### src/rtl/mses_pkg.sv
// Shared types and constants for the merge sort engine.
// Used by mses_ram and merge_sort_engine_core; depends on nothing.
package mses_pkg;

  // Width of one list element.
  localparam int unsigned DATA_W = 32;

  // Sequencer states, one-hot.
  typedef enum logic [3:0] {
    ST_COLLECT = 4'b0001,
    ST_GROUP   = 4'b0010,
    ST_MERGE   = 4'b0100,
    ST_DRAIN   = 4'b1000
  } state_t;

endpackage

### src/rtl/mses_ram.sv
// Element bank: one write port and two read ports with registered read data.
// Depends on mses_pkg for the element width.
module mses_ram #(
  parameter int unsigned DEPTH = 64,
  localparam int unsigned AW = (DEPTH > 1) ? $clog2(DEPTH) : 1
) (
  input  logic                        clk,
  input  logic                        wr_en,
  input  logic [AW-1:0]               wr_addr,
  input  logic [mses_pkg::DATA_W-1:0] wr_data,
  input  logic                        rd_en,
  input  logic [AW-1:0]               rd_addr_a,
  input  logic [AW-1:0]               rd_addr_b,
  output logic [mses_pkg::DATA_W-1:0] rd_data_a,
  output logic [mses_pkg::DATA_W-1:0] rd_data_b
);
  import mses_pkg::*;

  logic [DATA_W-1:0] mem [DEPTH];

  // Write port.
  always_ff @(posedge clk) begin
    if (wr_en) begin
      mem[wr_addr] <= wr_data;
    end
  end

  // Both read ports return data in the cycle after the address.
  always_ff @(posedge clk) begin
    if (rd_en) begin
      rd_data_a <= mem[rd_addr_a];
      rd_data_b <= mem[rd_addr_b];
    end
  end

endmodule

### config.mk
export PLATFORM = sky130hd
export DESIGN_NAME = mses_ram
export DESIGN_NICKNAME = d
export VERILOG_FILES = /design/src/rtl/mses_pkg.sv /design/src/rtl/mses_ram.sv
export SDC_FILE = /design/constraint.sdc
export NUM_CORES = 2
export LEC_CHECK = 0
export ABC_AREA = 1
export BUFFER_PORTS_ARGS = -buffer_cell sky130_fd_sc_hd__buf_2
export CAP_MARGIN = 20
export CORE_UTILIZATION = 35
export CTS_CLUSTER_DIAMETER = 100
export DETAILED_ROUTE_END_ITERATION = 10
export PLACE_DENSITY_LB_ADDON = 0.12
export SYNTH_ARGS = -nofsm -noshare
export SYNTH_HDL_FRONTEND = slang
export SYNTH_SLANG_ARGS = --single-unit
### constraint.sdc
create_clock -name clk -period 13.9 [get_ports clk]
set_input_delay 3.475 -clock clk [delete_from_list [all_inputs] [get_ports clk]]
set_output_delay 3.475 -clock clk [all_outputs]
set_load 0.02 [all_outputs]
### After elaboration in Yosys (flattened, before gate mapping)

Memory sizes are Yosys's and may differ from the RTL's. A register that Yosys moved wholly into a read port is not among the register bits.
Index checks and enable logic that the tools add are counted.

* add/sub/neg operators: 0
* multiply operators: 0
* div/mod/pow operators: 0
* order comparisons: 0
* equal/unequal tests: 0
* shift-type cells: 0
* muxes and demuxes: 2
* bitwise logic cells: 0
* reductions and logical operators: 0

Operators with widths (number)
* $mux W1: 2

* register bits: 0
* bits in latches: 0
* memory bits (writable): 2048
* bits in read-only memories: 0
* bits of input ports: 53
* word-level logic and storage cells: 3
* memories kept: 1

Memories
* mem: depth 64, bits a word 32, rd ports 2, clocked after Yosys merged registers in 2, write ports 1, RTL line mses_ram.sv:19 `logic [DATA_W-1:0] mem [DEPTH];`

### Logic depth before layout (Yosys ltp)

* word-level depth: 2
* gate-level depth with buffers: 13
* mapped depth without buffers: 9

### Worst setup path after synthesis

Ideal clock, no wire load.

* path type: input to register
* start point: in wr_en
* end point: mem mem[48][0], enable pin
* library setup time: 0.502 ns
* arrival: 7.103 ns
* required time: 13.398 ns
* slack: 6.295 ns
* cell stages on the path: 3
* path through: clkbuf_1 -> nand4_1 -> nor4_1

* cells in the longest elaborated chain, start to end: 2

Ends and longest elaborated chain
* start, declared: RTL line mses_ram.sv:8 `input logic wr_en,`
* $mux W1: RTL line mses_ram.sv:23 `if (wr_en) begin`
* $mux W1 (not written as such): RTL line mses_ram.sv:24 `mem[wr_addr] <= wr_data;`
* end, declared: RTL line mses_ram.sv:19

Every way passes these cells.

==> impl_metrics.tcl <==
set metrics [dict create \
    min_path_cells 8 \
    final_core_util_pct 39.0 \
    ff2ff_path_depth 8 \
    timing.rr.end "rd_data_a[12]$_DFFE_PP_" \
    place_inst 14800 \
    hp-class "reg2reg" \
    io_buffers 116 \
    place.gp.congestion 0.843 \
    cp_cell_sequence "buf_8 > buf_4 > buf_4 > buf_12 > nand2_1 > nand3_1 > nand3_1 > nand3_1 > nand3_1 > nand2_1 > nand2_1 > nand2_1" \
    syn_area_um2 104000 \
    final_layout_size_suffix_gt1_share_pct 6.59 \
    max_slew.worst_pin.slew_ns 1.23 \
    fmax_mhz 145 \
    worst_path_largest_cell_delay_ns 0.85 \
    yosysSeqAreaShare_pct 60.8 \
    nNetsFinal 11200 \
    wirelength_um 469000 \
    finClkSkew_ns 0.0778 \
    hold_end "rd_data_a[8]$_DFFE_PP_" \
    grt-ovfl-total 0 \
    min_period_ns 6.89 \
    die_area_um2 300000 \
    crit_path_start_kind "primary input" \
    start_util_pct 35.2 \
    post-cts-setup-buffers 0 \
    setup_violations 0 \
    synth_cells 11400 \
    slowest_stage "buf_4" \
    yosysTopAreaCellShare_pct 60.8 \
    cts_sinks 2112 \
    cp_max_fo 163 \
    post-route-period-util_pct 49.5 \
    relSlewSlack_pct 17.8 \
    p_leak_nw 42.8 \
    htreeDepth 4 \
    first_pass_iters 6 \
    die_y_um 548 \
    end_kind "flip-flop" \
    outcome "completed" \
    synth_area_leader_cell "edfxtp_1" \
    rsz0062_at_grt "false" \
    clk_latency_ns 0.96 \
    rows 200 \
    worstSetupPathType "in2reg" \
    whs_ns 0.898 \
    dp_hpwl_um 241000 \
    clk_pin_slew_worst_paths_ns 0.06 \
    ir_drop_mv 0.107 \
    numCtsBuffers 246 \
    pin_count 117 \
    cts_root_buf "clkbuf_16" \
    cts_tree "yes" \
    grt_first_pass_wirelength_um 652000 \
    drt_iter0_drc 12400 \
    cap_viol_max_count 0 \
    avgSynthCellArea_um2 9.15 \
    wire_per_inst_um 30.7 \
    area_growth_pct 10.7 \
    vias 90300 \
    ctsHoldBuffers 0 \
    yosys.cell_types.count 15 \
    final-instance-count-excl-fill 15300 \
    hold_viol 0 \
    drc 0 \
    die_width_um 548 \
    critPathTopFamily "buffers and inverters" \
    r2r_start "mem[32][12]$_DFFE_PP_" \
    grt_max_degree 172 \
    crit_buf_inv 4 \
    synth.area.top_cells "edfxtp_1 61%, nand3_1 18%, nand2_1 16%" \
    cp_data_arrival_time_ns 7.63 \
    core_um2 297000 \
    setup_tns_ns 0 \
    ys.warnings.count 0 \
    syn_nets 11500 \
    grt_usage_pct 30.4 \
    cts_buffer_depth 4 \
    p_per_area_nw_per_um2 129 \
    finalMaxSlewViolations 0 \
    vias_per_cell 5.92 \
    r2r_setup_slack_ns 11.88 \
    min_from "mem[10][8]$_DFFE_PP_" \
    antenna_found_initial 40 \
    required_ns 14.65 \
    grt_pass1_vias 85600 \
    cts_resized 0 \
    ant_nets 0 \
    ys_ff_latch 2112 \
]
==> through the flow <==
stage | setup WS (ns) | power, mW | instance area, µm²
detailed placement | 6.26 | 8.75 | 108000
CTS | 7.22 | 14.9 | 115000
finish | 7.01 | 14.9 | 116000
floorplan | 6.30 | 8.10 | 104000
global route | 6.95 | 15.3 | 115000
global placement | 6.21 | 8.75 | 108000
==> kinds of logic after synthesis <==
| group | Yosys count | share of synthesized area [%] |
|---|---|---|
| buffers and inverters | 912 | 4.44 |
| and+or+nand+nor | 8377 | 34.8 |
| DFF | 2112 | 60.8 |
==> sequential cells by signal, summed over array words and instances (netlist names) <==
signal / cells
rd_data_a: 32
mem: 2048
rd_data_b: 32
==> how the worst max path moves through the flow <==
stage                  from                       to  slack, ns  cells past startpoint
2_1_floorplan         wr_en     mem[48][0]$_DFFE_PP_       6.30                      3
3_3_place_gp   rd_addr_b[0]  rd_data_b[13]$_DFFE_PP_       6.21                     12
3_5_place_dp   rd_addr_b[1]  rd_data_b[25]$_DFFE_PP_       6.26                     12
4_1_cts        rd_addr_b[1]  rd_data_b[25]$_DFFE_PP_       7.22                     12
5_1_grt        rd_addr_a[0]  rd_data_a[20]$_DFFE_PP_       6.95                     12
6_report       rd_addr_a[0]  rd_data_a[31]$_DFFE_PP_       7.01                     12
==> power by group <==
part           total [mW]  switching, mW  internal [mW]
Sequential           7.13         0.0469           7.08
Combinational        1.53           1.18          0.352
Clock                6.22           2.72           3.50
==> synthesized netlist by cell type (all sizes together) <==
library cell and n:
nand2 4498, nand3 3806, edfxtp 2112, buf 723, clkbuf 171, nor2 56, inv 18, nand4 9
nor4 8
==> worst reg2reg max path, stage by stage, from the launching register on <==
cell and delay, ns:
edfxtp_1 0.40, nand2_1 0.08, nand3_1 0.08, nand3_1 0.14, nand3_1 0.21, nand3_1 0.16, nand2_1 0.15, nand2_1 0.26
nand2_1 0.24
==> layout make-up <==
cell class / instances / area [µm²]
well taps: 3939 / 4930
repair buffers: 342 / 2760
flip-flops and latches: 2112 / 63400
diodes: 21 / 52.6
clock buffers: 302 / 6450
multi-input cells: 8377 / 36700
inverters: 18 / 150
fillers: 28800 / 181000
clock inverters: 146 / 1020
==> cell usage in the layout (no fill, tap or decap) <==
master,count
bufinv_16,13
inv_8,7
inv_6,1
clkinv_1,69
nand2_1,4498
diode_2,21
buf_8,8
buf_12,28
clkinv_4,1
nor4_2,8
clkinvlp_4,2
inv_1,6
nand4_1,9
nand3_1,3806
nor2_4,56
clkinv_2,56
buf_2,105
clkinv_8,3
buf_6,1
clkbuf_16,250
buf_4,198
buf_16,2
inv_2,2
edfxtp_1,2112
inv_4,2
clkbuf_1,52
inv_16,2
==> per-layer routing <==
layer  share of wire, %  global-route usage (%)  up-vias
li1                   -                       -    39000
met1                 39                    39.1    44500
met2                 45                    48.1     5605
met3                9.3                    5.25     1229
met4                6.3                    17.8        8
met5             0.0094                       0        -
(Power assumes the default switching activity.)
